===== src/sv/dfc_pkg.sv =====
// shared types and constants of the distance fade controller
package dfc_pkg;

  localparam int DIST_BITS  = 32;
  localparam int NOW_BITS   = 48;
  localparam int CFG_BITS   = 32;
  localparam int PHASE_BITS = 3;
  localparam int LEVEL_BITS = 5;
  localparam int ADDR_BITS  = 4;

  // register indexes, taken from paddr[3:2]
  localparam logic [1:0] REG_MIN_DIST = 2'd0;
  localparam logic [1:0] REG_MAX_DIST = 2'd1;
  localparam logic [1:0] REG_STEP_US  = 2'd2;

  localparam logic [CFG_BITS-1:0] MIN_DIST_RESET = 32'd0;
  localparam logic [CFG_BITS-1:0] MAX_DIST_RESET = 32'hFFFF_FFFF;
  localparam logic [CFG_BITS-1:0] STEP_US_RESET  = 32'd27777;

  localparam logic [LEVEL_BITS-1:0] LVL_HIDDEN    = 5'd0;
  localparam logic [LEVEL_BITS-1:0] LVL_FIRST_IN  = 5'd1;
  localparam logic [LEVEL_BITS-1:0] LVL_FIRST_OUT = 5'd16;
  localparam logic [LEVEL_BITS-1:0] LVL_SHOWN     = 5'd17;

  typedef enum logic [PHASE_BITS-1:0] {
    PH_INITIAL  = 3'd0,
    PH_OUT      = 3'd1,
    PH_FADE_IN  = 3'd2,
    PH_IN       = 3'd3,
    PH_FADE_OUT = 3'd4
  } phase_t;

  typedef struct packed {
    logic [CFG_BITS-1:0] min_dist_sq;
    logic [CFG_BITS-1:0] max_dist_sq;
    logic [CFG_BITS-1:0] fade_step_us;
  } cfg_t;

endpackage


===== src/sv/dfc_if.sv =====
// valid/ready channel interfaces for items and results
interface dfc_in_if;
  import dfc_pkg::*;
  logic                  valid;
  logic                  ready;
  logic [DIST_BITS-1:0]  distance_sq;
  logic [NOW_BITS-1:0]   now_us;

  modport source (output valid, distance_sq, now_us, input ready);
  modport sink   (input valid, distance_sq, now_us, output ready);
endinterface

interface dfc_out_if;
  import dfc_pkg::*;
  logic                  valid;
  logic                  ready;
  logic [PHASE_BITS-1:0] phase;
  logic [LEVEL_BITS-1:0] fade_level;

  modport source (output valid, phase, fade_level, input ready);
  modport sink   (input valid, phase, fade_level, output ready);
endinterface


===== src/sv/dfc_cfg_regs.sv =====
// apb configuration register file
module dfc_cfg_regs
  import dfc_pkg::*;
(
  input  logic                 clk,
  input  logic                 rst,
  input  logic                 psel,
  input  logic                 penable,
  input  logic                 pwrite,
  input  logic [ADDR_BITS-1:0] paddr,
  input  logic [CFG_BITS-1:0]  pwdata,
  output logic [CFG_BITS-1:0]  prdata,
  output logic                 pready,
  output cfg_t                 cfg
);

  logic       wr_en;
  logic [1:0] reg_idx;

  assign pready  = 1'b1;
  assign reg_idx = paddr[3:2];
  assign wr_en   = psel & penable & pwrite & pready;

  always_ff @(posedge clk) begin
    if (rst) begin
      cfg.min_dist_sq  <= MIN_DIST_RESET;
      cfg.max_dist_sq  <= MAX_DIST_RESET;
      cfg.fade_step_us <= STEP_US_RESET;
    end else if (wr_en) begin
      unique case (reg_idx)
        REG_MIN_DIST: cfg.min_dist_sq  <= pwdata;
        REG_MAX_DIST: cfg.max_dist_sq  <= pwdata;
        REG_STEP_US:  cfg.fade_step_us <= pwdata;
        default: ;
      endcase
    end
  end

  always_comb begin
    unique case (reg_idx)
      REG_MIN_DIST: prdata = cfg.min_dist_sq;
      REG_MAX_DIST: prdata = cfg.max_dist_sq;
      REG_STEP_US:  prdata = cfg.fade_step_us;
      default:      prdata = '0;
    endcase
  end

endmodule


===== src/sv/dfc_fade_fsm.sv =====
// fade state machine: phase, level and next step deadline
module dfc_fade_fsm
  import dfc_pkg::*;
#(
  parameter int TIME_BITS = 48
) (
  input  logic                  clk,
  input  logic                  rst,
  input  logic                  step_en,
  input  logic [DIST_BITS-1:0]  distance_sq,
  input  logic [NOW_BITS-1:0]   now_us,
  input  cfg_t                  cfg,
  output phase_t                phase,
  output logic [LEVEL_BITS-1:0] level
);

  phase_t                 phase_next;
  logic [LEVEL_BITS-1:0]  level_next;
  logic [TIME_BITS-1:0]   next_step_time;
  logic [TIME_BITS-1:0]   next_step_time_next;
  logic [TIME_BITS-1:0]   now_t;
  logic [TIME_BITS:0]     dl_sum;
  logic [TIME_BITS-1:0]   deadline;
  logic                   in_band;
  logic                   due;

  // time taken modulo 2^TIME_BITS
  assign now_t = TIME_BITS'(now_us);

  // deadline saturates at all ones, never wraps
  assign dl_sum   = {1'b0, now_t} + (TIME_BITS + 1)'(cfg.fade_step_us);
  assign deadline = dl_sum[TIME_BITS] ? '1 : dl_sum[TIME_BITS-1:0];

  assign in_band = (distance_sq >= cfg.min_dist_sq) && (distance_sq <= cfg.max_dist_sq);
  assign due     = now_t >= next_step_time;

  always_ff @(posedge clk) begin
    if (rst) begin
      phase          <= PH_INITIAL;
      level          <= LVL_HIDDEN;
      next_step_time <= '0;
    end else if (step_en) begin
      phase          <= phase_next;
      level          <= level_next;
      next_step_time <= next_step_time_next;
    end
  end

  always_comb begin
    phase_next          = phase;
    level_next          = level;
    next_step_time_next = next_step_time;
    unique case (phase)
      PH_OUT: begin
        if (in_band) begin
          phase_next          = PH_FADE_IN;
          level_next          = LVL_FIRST_IN;
          next_step_time_next = deadline;
        end
      end
      PH_FADE_IN: begin
        if (!in_band) begin
          phase_next          = PH_FADE_OUT;
          next_step_time_next = deadline;
        end else if (due) begin
          if (level >= LVL_FIRST_OUT) begin
            phase_next = PH_IN;
            level_next = LVL_SHOWN;
          end else begin
            level_next          = level + LVL_FIRST_IN;
            next_step_time_next = deadline;
          end
        end
      end
      PH_IN: begin
        if (!in_band) begin
          phase_next          = PH_FADE_OUT;
          level_next          = LVL_FIRST_OUT;
          next_step_time_next = deadline;
        end
      end
      PH_FADE_OUT: begin
        if (in_band) begin
          phase_next          = PH_FADE_IN;
          next_step_time_next = deadline;
        end else if (due) begin
          if (level <= LVL_FIRST_IN) begin
            phase_next = PH_OUT;
            level_next = LVL_HIDDEN;
          end else begin
            level_next          = level - LVL_FIRST_IN;
            next_step_time_next = deadline;
          end
        end
      end
      default: begin
        phase_next = in_band ? PH_IN : PH_OUT;
        level_next = in_band ? LVL_SHOWN : LVL_HIDDEN;
      end
    endcase
  end

  a_in_full: assert property (@(posedge clk) disable iff (rst)
    phase == PH_IN |-> level == LVL_SHOWN)
    else $error("in phase without full level");

  a_out_hidden: assert property (@(posedge clk) disable iff (rst)
    phase == PH_OUT |-> level == LVL_HIDDEN)
    else $error("out phase without hidden level");

  a_fade_range: assert property (@(posedge clk) disable iff (rst)
    (phase == PH_FADE_IN || phase == PH_FADE_OUT)
      |-> (level >= LVL_FIRST_IN && level <= LVL_FIRST_OUT))
    else $error("fade level out of range");

  a_hold: assert property (@(posedge clk) disable iff (rst)
    !step_en |=> $stable(phase) && $stable(level))
    else $error("state moved without an item");

endmodule


===== src/sv/distance_fade_controller.sv =====
// top level of the distance-driven visibility fade controller
//
//  channel  | dir | handshake       | payload
//  ---------+-----+-----------------+----------------------------------------
//  in_ch    | in  | valid / ready   | distance_sq[31:0], now_us[47:0]
//  out_ch   | out | valid / ready   | phase[2:0], fade_level[4:0]
//  apb      | in  | psel / penable  | paddr[3:0], pwdata / prdata[31:0]
//
//  an item is registered on transfer, and its result is loaded into the state
//  registers, which also drive the result payload, once the result slot is free
//  one item per cycle is sustained while out_ch does not stall; result valid
//  is registered together with the state registers, so the result passes the
//  input register and the state register before it can transfer
//  stalls on out_ch hold the item in the input register, and in_ch stays
//  ready while that register is empty or being emptied in the same cycle
//  rst is synchronous, active high: empty pipeline, initial phase, level 0,
//  registers at their reset values
module distance_fade_controller
  import dfc_pkg::*;
#(
  parameter int TIME_BITS = 48
) (
  input  logic                 clk,
  input  logic                 rst,
  dfc_in_if.sink               in_ch,
  dfc_out_if.source            out_ch,
  input  logic                 psel,
  input  logic                 penable,
  input  logic                 pwrite,
  input  logic [ADDR_BITS-1:0] paddr,
  input  logic [CFG_BITS-1:0]  pwdata,
  output logic [CFG_BITS-1:0]  prdata,
  output logic                 pready
);

  cfg_t                  cfg;
  phase_t                phase;
  logic [LEVEL_BITS-1:0] level;

  // input register
  logic                  in_vld;
  logic [DIST_BITS-1:0]  in_dist;
  logic [NOW_BITS-1:0]   in_now;

  // result valid; payload lives in the state machine registers
  logic                  out_vld;
  logic                  advance;

  dfc_cfg_regs u_cfg (
    .clk     (clk),
    .rst     (rst),
    .psel    (psel),
    .penable (penable),
    .pwrite  (pwrite),
    .paddr   (paddr),
    .pwdata  (pwdata),
    .prdata  (prdata),
    .pready  (pready),
    .cfg     (cfg)
  );

  // the item in the input register moves on once the result slot is free
  // or is being taken in this cycle
  assign advance     = in_vld && (!out_vld || out_ch.ready);
  assign in_ch.ready = !in_vld || advance;

  always_ff @(posedge clk) begin
    if (rst) begin
      in_vld <= 1'b0;
    end else if (in_ch.ready) begin
      in_vld <= in_ch.valid;
    end
  end

  // payload needs no reset, only loaded on transfer
  always_ff @(posedge clk) begin
    if (in_ch.valid && in_ch.ready) begin
      in_dist <= in_ch.distance_sq;
      in_now  <= in_ch.now_us;
    end
  end

  always_ff @(posedge clk) begin
    if (rst) begin
      out_vld <= 1'b0;
    end else if (advance) begin
      out_vld <= 1'b1;
    end else if (out_ch.ready) begin
      out_vld <= 1'b0;
    end
  end

  dfc_fade_fsm #(
    .TIME_BITS (TIME_BITS)
  ) u_fsm (
    .clk         (clk),
    .rst         (rst),
    .step_en     (advance),
    .distance_sq (in_dist),
    .now_us      (in_now),
    .cfg         (cfg),
    .phase       (phase),
    .level       (level)
  );

  assign out_ch.valid      = out_vld;
  assign out_ch.phase      = phase;
  assign out_ch.fade_level = level;

  a_adv_valid: assert property (@(posedge clk) disable iff (rst)
    advance |=> out_vld)
    else $error("result not presented after state update");

  a_no_overwrite: assert property (@(posedge clk) disable iff (rst)
    out_vld && !out_ch.ready |-> !advance)
    else $error("pending result overwritten");

  a_in_hold: assert property (@(posedge clk) disable iff (rst)
    in_vld && !advance |=> in_vld)
    else $error("held item dropped");

endmodule


===== src/flat_wrapper.sv =====
// flat-port wrapper written by rule: the top's interface ports become plain ports
module distance_fade_controller_flat import dfc_pkg::*;
#(
  parameter int TIME_BITS = 48
)
  (clk, rst, psel, penable, pwrite, paddr, pwdata, prdata, pready, in_ch_valid, in_ch_distance_sq, in_ch_now_us, in_ch_ready, out_ch_valid, out_ch_phase, out_ch_fade_level, out_ch_ready);
  dfc_in_if in_ch_i ();
  dfc_out_if out_ch_i ();
  input  logic clk;
  input  logic rst;
  input  logic psel;
  input  logic penable;
  input  logic pwrite;
  input  logic [ADDR_BITS-1:0] paddr;
  input  logic [CFG_BITS-1:0] pwdata;
  output logic [CFG_BITS-1:0] prdata;
  output logic pready;
  input wire logic [$bits(in_ch_i.valid)-1:0] in_ch_valid;
  input wire logic [$bits(in_ch_i.distance_sq)-1:0] in_ch_distance_sq;
  input wire logic [$bits(in_ch_i.now_us)-1:0] in_ch_now_us;
  output wire logic [$bits(in_ch_i.ready)-1:0] in_ch_ready;
  output wire logic [$bits(out_ch_i.valid)-1:0] out_ch_valid;
  output wire logic [$bits(out_ch_i.phase)-1:0] out_ch_phase;
  output wire logic [$bits(out_ch_i.fade_level)-1:0] out_ch_fade_level;
  input wire logic [$bits(out_ch_i.ready)-1:0] out_ch_ready;
  assign in_ch_i.valid = in_ch_valid;
  assign in_ch_i.distance_sq = in_ch_distance_sq;
  assign in_ch_i.now_us = in_ch_now_us;
  assign in_ch_ready = in_ch_i.ready;
  assign out_ch_valid = out_ch_i.valid;
  assign out_ch_phase = out_ch_i.phase;
  assign out_ch_fade_level = out_ch_i.fade_level;
  assign out_ch_i.ready = out_ch_ready;
  distance_fade_controller #(.TIME_BITS(TIME_BITS)) u_core (.clk(clk), .rst(rst), .in_ch(in_ch_i), .out_ch(out_ch_i), .psel(psel), .penable(penable), .pwrite(pwrite), .paddr(paddr), .pwdata(pwdata), .prdata(prdata), .pready(pready));
endmodule

===== config.mk =====
export PLATFORM = sky130hd
export DESIGN_NAME = distance_fade_controller_flat
export DESIGN_NICKNAME = d
export VERILOG_FILES = /design/src/sv/dfc_pkg.sv /design/src/sv/dfc_if.sv /design/src/sv/dfc_cfg_regs.sv /design/src/sv/dfc_fade_fsm.sv /design/src/sv/distance_fade_controller.sv /design/src/flat_wrapper.sv
export SDC_FILE = /design/constraint.sdc
export NUM_CORES = 1
export LEC_CHECK = 0
export ABC_AREA = 1
export BUFFER_PORTS_ARGS = -buffer_cell sky130_fd_sc_hd__buf_2
export CAP_MARGIN = 10
export CORE_ASPECT_RATIO = 0.8
export CORE_MARGIN = 4
export CORE_UTILIZATION = 54
export CTS_CLUSTER_SIZE = 28
export DETAILED_ROUTE_END_ITERATION = 6
export PLACE_DENSITY_LB_ADDON = 0.15
export SYNTH_ARGS = -nofsm -noshare
export SYNTH_HDL_FRONTEND = slang
export SYNTH_SLANG_ARGS = --single-unit

===== constraint.sdc =====
create_clock -name clk -period 2.4 [get_ports clk]
set_clock_uncertainty 0.05 [all_clocks]
set_input_delay 0.24 -clock clk [delete_from_list [all_inputs] [get_ports clk]]
set_output_delay 0.24 -clock clk [all_outputs]
set_load 0.05 [all_outputs]

==> impl_metrics.yaml, run 1 <==
run_status:
  run_status: "finished with violations"
  violations: "setup timing"
placed_design:
  place_hpwl_mm: 32.9
  dpl_cell_area_um2: 17300
  port_buffers: 162
  gp_congestion: 0.953
clock_network:
  clk_pin_slew_ps: 60
  clock_latency_ps: 550
  cts_tree: "built"
  cts_buffers: 27
  clock-sinks: 234
  ctsRootBufferMaster: "clkbuf_16"
  clockBufferDepth: 3
  htree_num_levels: 1
global_route:
  antenna_found_initial: 0
  grt_pass1_wl_mm: 74.4
  track_usage: 0.309
  grt_pass1_vias: 14600
  overflow: 0
  grt_max_degree: 64
logic_synthesis:
  synth.top_cell.area_share: 0.214
  syn_nets: 2198
  async_reset_ff_frac: 0
  synth_area_um2: 14400
  netlist-cell-type-count: 47
  syn_inst: 1927
  ys_seq_area_frac: 0.381
  yosys_warnings: 0
  avgSynthCellArea_um2: 7.47
  synth-edff-count: 80
  synth_seq_cells: 234
  dominantRegCellSynth: "dfxtp_1"
  synth_top_cell_by_area: "dfxtp_1"
  yosys-top-cells-area: "dfxtp_1 (21%), edfxtp_1 (17%), ha_1 (13%)"
timing:
  setup_viol: 56
  setup_tns_ps: -16850
  relSlewSlack: 0.418
  finalHoldViolCount: 0
  max_slew.worst_pin.slew_ps: 866
  period_share: 1.17
  fmax_ghz: 0.357
  setup_slack_ps: -399
  min_period_ps: 2800
  grt_setup_unrepaired: "yes"
  drv_slew: 0
worst_hold_path:
  hp-class: "in -> reg"
critical_path:
  critPathSlowestCell: "edfxtp_1"
  slowest_delay_ps: 460
  path_cells: "ha_4, a21oi_4, nor2_1, nor2_1, nand2_1, nand2_1, nand2_2, nand2_2, nand2_2, nand2_4, nand2_8, nand2_4, nand2_4, a21oi_4, buf_12, buf_12, nand2_4, nand2_1, nand2_1, nor2_1"
  cp-start-kind: "register"
  crit_path_max_fanout: 8
  cp.required_ps: 2830
  cp.arrival_ps: 3230
  path_class: "reg -> reg"
  end_kind: "register"
floorplanning:
  dieArea_um2: 29400
  initial_core_util: 0.549
  core_area_um2: 26300
  die-width_um: 191
  ioPinCount: 166
  dieHeight_um: 154
  rows: 53
finish:
  final_core_util: 0.761
  layout_common_cells: "nand2_1 (366), nor2_1 (310), buf_4 (233)"
  diodes: 0
  design_area_um2: 20000
  layout_commonest_cell: "nand2_1"
  nNetsFinal: 2696
  drive_above_1_share: 0.227
  area_growth_pct: 38.7
power_and_ir_drop:
  worst_ir_drop_vdd_uv: 517
  p_leak_nw: 9.48
  p_sw_frac: 0.296
  combPwrFrac: 0.226
  power_density_nw_per_um2: 564
  p_total_w: 0.0113
  pwr-share-clk: 0.379
  seqPwrFrac: 0.395
  power.switching_w: 0.00333
  p_int_w: 0.00794
drt:
  drc_errors: 0
  wire_per_inst_um: 17.0
  ant_nets: 0
  dr.pass1.iters: 5
  vias: 15000
  drt-initial-drc-count: 1244
  vias_per_cell: 5.37
  wirelength_mm: 47.7
run:
  max-cap-violations: 0
synthesized netlist by cell type (4+ instances only):
cell type  count
o211ai_1      31
xnor2_1        7
nor2_1       332
a21o_1         9
o221ai_1      31
buf_2          9
a21oi_1      132
o21bai_1       7
xor2_1        33
ha_1         147
nand4_1       16
nand3b_1       6
inv_1        227
edfxtp_1      80
a31oi_1        4
clkbuf_1      39
nand2_1      388
inv_2          4
nand2_2        5
nor3_1        17
buf_4          7
dfxtp_1      154
buf_6          4
nand3_1      100
o21ai_0      103
sequential cells by signal, indices dropped and copies added (netlist names):
signal and flops:
u_core.u_cfg.cfg 96, u_core.in_now 48, u_core.u_fsm.next_step_time 48, u_core.in_dist 32, u_core.u_fsm.level 5, u_core.u_fsm.phase 3, u_core.in_vld 1, u_core.out_ch.valid 1
routing by layer:
metal / part of all wire / routed length, um / GRT usage / vias to the layer above
met4: 0.031 / 1490 / 0.0899 / 0
met3: 0.081 / 3880 / 0.0576 / 93
li1: - / - / - / 7373
met2: 0.45 / 21600 / 0.500 / 620
met1: 0.43 / 20700 / 0.425 / 6958
met5: 0 / 0 / 0 / -
per-stage QoR:
stage	std cells	setup WS (ps)	hold slack [ps]
floorplan	1927	4.38	249
global placement	2626	-423	366
detailed placement	2626	-483	368
CTS	2798	-262	192
global route	2802	-513	210
finish	2802	-399	200
critical path: cells and delay by family (launching register included):
| family | cells | cell delay, ps |
|---|---|---|
| buf+inv | 2 | 310 |
| flops | 1 | 460 |
| fa+ha+maj | 1 | 290 |
| simple gates | 15 | 1270 |
| compound gates | 2 | 320 |
power by group through the flow:
stage          combinational (W)  clock (W)  sequential [W]
2_1_floorplan            0.00130          0         0.00454
3_3_place_gp             0.00212          0         0.00451
3_5_place_dp             0.00217          0         0.00452
4_1_cts                  0.00240    0.00431         0.00444
5_1_grt                  0.00280    0.00448         0.00447
6_report                 0.00255    0.00427         0.00445
cell families after synthesis:
family / synth area share
AND/OR/NAND/NOR: 0.250
AO/OA/AOI/OAI: 0.134
buffers and inverters: 0.0813
flip-flops: 0.381
adder cells (fa/ha/maj): 0.129
XOR/XNOR: 0.0243
other: 0.000260
final timing paths:
check,slack [ps],startpoint,to,cells after the start
worst max-delay path,-400,u_core.in_dist[5],u_core.u_fsm.next_step_time[43],20
worst min register to register,420,u_core.u_fsm.next_step_time[4],u_core.u_fsm.next_step_time[4],2
worst min-delay path,200,penable,u_core.u_cfg.cfg[32],4
worst max register to register,-400,u_core.in_dist[5],u_core.u_fsm.next_step_time[43],20
final cells by class:
cell class / count / area [um^2]
Sequential cell: 234 / 5490
Multi-Input combinational cell: 1400 / 8180
Tap cell: 357 / 447
Inverter: 233 / 881
Timing Repair Buffer: 529 / 4070
Clock buffer: 35 / 767
Fill cell: 1980 / 6280
Clock inverter: 14 / 150
what timing repair did:
action	4_1_cts	5_1_grt
hold endpoints to repair	173	0
cloned	1	4
pin swaps	9	27
endpoints found under the setup margin	56	56
hold buffers	116	0
setup buffers	6	2
resized for setup	39	58
Note: power is estimated with default switching activity, not from simulation.
==> inputs of run 2 (changes only) <==
--- a/config.mk
+++ b/config.mk
@@ -8,12 +8,12 @@
 export ABC_AREA = 1
 export BUFFER_PORTS_ARGS = -buffer_cell sky130_fd_sc_hd__buf_2
 export CAP_MARGIN = 10
-export CORE_ASPECT_RATIO = 0.8
 export CORE_MARGIN = 4
-export CORE_UTILIZATION = 54
+export CORE_UTILIZATION = 64
 export CTS_CLUSTER_SIZE = 28
 export DETAILED_ROUTE_END_ITERATION = 6
 export PLACE_DENSITY_LB_ADDON = 0.15
+export SETUP_SLACK_MARGIN = 0.4
 export SYNTH_ARGS = -nofsm -noshare
 export SYNTH_HDL_FRONTEND = slang
 export SYNTH_SLANG_ARGS = --single-unit
==> constraint.sdc (replaced) <==
create_clock -name clk -period 3.35 [get_ports clk]
set_clock_uncertainty 0.05 [all_clocks]
set_input_delay 0.335 -clock clk [delete_from_list [all_inputs] [get_ports clk]]
set_output_delay 0.335 -clock clk [all_outputs]
set_load 0.05 [all_outputs]
==> impl_metrics.yaml, run 2 (synthesis results as in run 1) <==
timing:
  setup_slack_ps: 540
  max_slew.worst_pin.slew_ps: 949
  relSlewSlack: 0.367
  setup_viol: 0
  drv_slew: 0
  min_period_ps: 2810
  period_share: 0.839
  setup_tns_ps: 0
  finalHoldViolCount: 0
  fmax_ghz: 0.356
  hold_slack_ps: 3.21
  grt_setup_unrepaired: "no"
power_and_ir_drop:
  p_leak_nw: 8.21
  seqPwrFrac: 0.410
  combPwrFrac: 0.193
  p_int_w: 0.00549
  power.switching_w: 0.00231
  pwr-share-clk: 0.397
  p_sw_frac: 0.296
  worst_ir_drop_vdd_uv: 431
  power_density_nw_per_um2: 441
drt:
  dr.pass1.iters: 7
  vias: 14300
  ant_nets: 0
  wirelength_mm: 42.9
  drt-initial-drc-count: 1315
  vias_per_cell: 5.74
  drc_errors: 1
  wire_per_inst_um: 17.3
finish:
  layout_commonest_cell: "nand2_1"
  multi_input_area_um2: 7840
  nFillCells: 1482
  nNetsFinal: 2457
  regMostFlops: "u_core.u_cfg.cfg"
  top_regs: "u_core.u_cfg.cfg (96), u_core.in_now (48), u_core.u_fsm.next_step_time (48)"
  drive_above_1_share: 0.126
  layout_common_cells: "nand2_1 (385), nor2_1 (325), inv_1 (226)"
  area_growth_pct: 22.7
  largest_reg_flops: 96
  seqCellArea_um2: 5490
run_status:
  run_status: "finished with violations"
  violations: "DRC"
placed_design:
  place_hpwl_mm: 28.9
  dpl_worst_slack_ps: 411
  gp_congestion: 0.944
  port_buffers: 162
global_route:
  overflow: 0
  antenna_found_initial: 1
  track_usage: 0.330
  grt_pass1_vias: 13700
  grt_pass1_wl_mm: 67.1
  grt_max_degree: 74
critical_path:
  cp-start-kind: "register"
  r2r-start: "u_core.in_dist[7]"
  cp.arrival_ps: 3220
  crit_start: "u_core.in_dist[7]"
  end_kind: "register"
  worstRegToRegCells: 19
  crit_path_max_fanout: 9
  cp.required_ps: 3760
  path_class: "reg -> reg"
floorplanning:
  rows: 54
  ioPinCount: 166
  dieArea_um2: 25000
  dieHeight_um: 158
  core_area_um2: 22000
  die-width_um: 158
  initial_core_util: 0.656
clock_network:
  cts_buffers: 26
  clock-sinks: 234
  clk_pin_slew_ps: 70
  clockBufferDepth: 3
  clock_latency_ps: 550
  htree_num_levels: 1
  cts_tree: "built"
  ctsRootBufferMaster: "clkbuf_16"
worst_hold_path:
  hp-class: "in -> reg"
  hold_path_depth: 3
  worstHoldStart: "pwdata[15]"
run:
  max-cap-violations: 0
[run 2: changes by cell type in the layout (fill, tap and decap cells not counted), sizes merged]
| cell | change |
|---|---|
| buf | -220 |
| clkbuf | -3 |
| clkinv | -5 |
| clkinvlp | +4 |
| diode | +1 |
| dlygate4sd3 | -16 |
| inv | +2 |
| nand2 | -1 |
[run 2: metal layers]
metal	track usage	vias up	share of wire
met4	0.138	0	0.046
li1	-	6894	-
met1	0.402	6550	0.39
met3	0.0495	163	0.079
met5	0	-	0
met2	0.583	673	0.48
[run 2: area by class of cell]
| type | count | share of cell area |
|---|---|---|
| antenna | 1 | 0.000142 |
| clock buffer | 33 | 0.0425 |
| inverter | 233 | 0.0498 |
| sequential | 234 | 0.310 |
| multi-input combinational | 1399 | 0.444 |
| tap | 280 | 0.0198 |
| clock inverter | 15 | 0.0103 |
| timing repair buffer | 292 | 0.123 |
[run 2: critical path, stage by stage, from the launching register on]
cell	delay [ps]
edfxtp_1	410
ha_1	330
nand2_1	100
nor2_2	160
nand4_1	100
nand3_1	110
nand2_1	70
nand2_2	100
nand2_1	90
nand2_4	120
nand2_4	100
nand2_2	70
nand2_1	100
nand2_1	70
nand3_1	100
nor2_4	170
buf_12	140
buf_12	120
nor2_2	50
nor2_2	150
[run 2: through the flow]
stage | instances | cell area, um^2 | util | power, W
after global routing | 2487 | 17700 | 0.805 | 0.00810
after CTS | 2482 | 17500 | 0.797 | 0.00772
after global placement | 2334 | 15600 | 0.708 | 0.00453
final | 2487 | 17700 | 0.805 | 0.00780
after detailed placement | 2334 | 15600 | 0.708 | 0.00457
after floorplan | 1927 | 14400 | - | 0.00418
[run 2: final timing paths]
kind                                          end  slack (ps)
hold / removal               u_core.u_cfg.cfg[47]           3
setup / recovery  u_core.u_fsm.next_step_time[38]         540
setup reg to reg  u_core.u_fsm.next_step_time[38]         540
hold reg to reg    u_core.u_fsm.next_step_time[4]         420
[run 2: power groups by stage]
stage	logic (W)	clock network, W	registers (W)
final	0.00150	0.00310	0.00320
after global routing	0.00167	0.00322	0.00321
after CTS	0.00143	0.00310	0.00319
after detailed placement	0.00132	0	0.00325
after global placement	0.00128	0	0.00324
after floorplan	0.000928	0	0.00325
[run 2: repair_timing]
| action | in CTS | in global routing |
|---|---|---|
| gates cloned | 0 | 2 |
| hold buffers | 100 | 0 |
| endpoints found under the setup margin | 3 | 56 |
| buffers inserted | 0 | 2 |
| gates resized for setup | 2 | 27 |
| hold endpoints to repair | 104 | 0 |
| pin swaps | 0 | 5 |
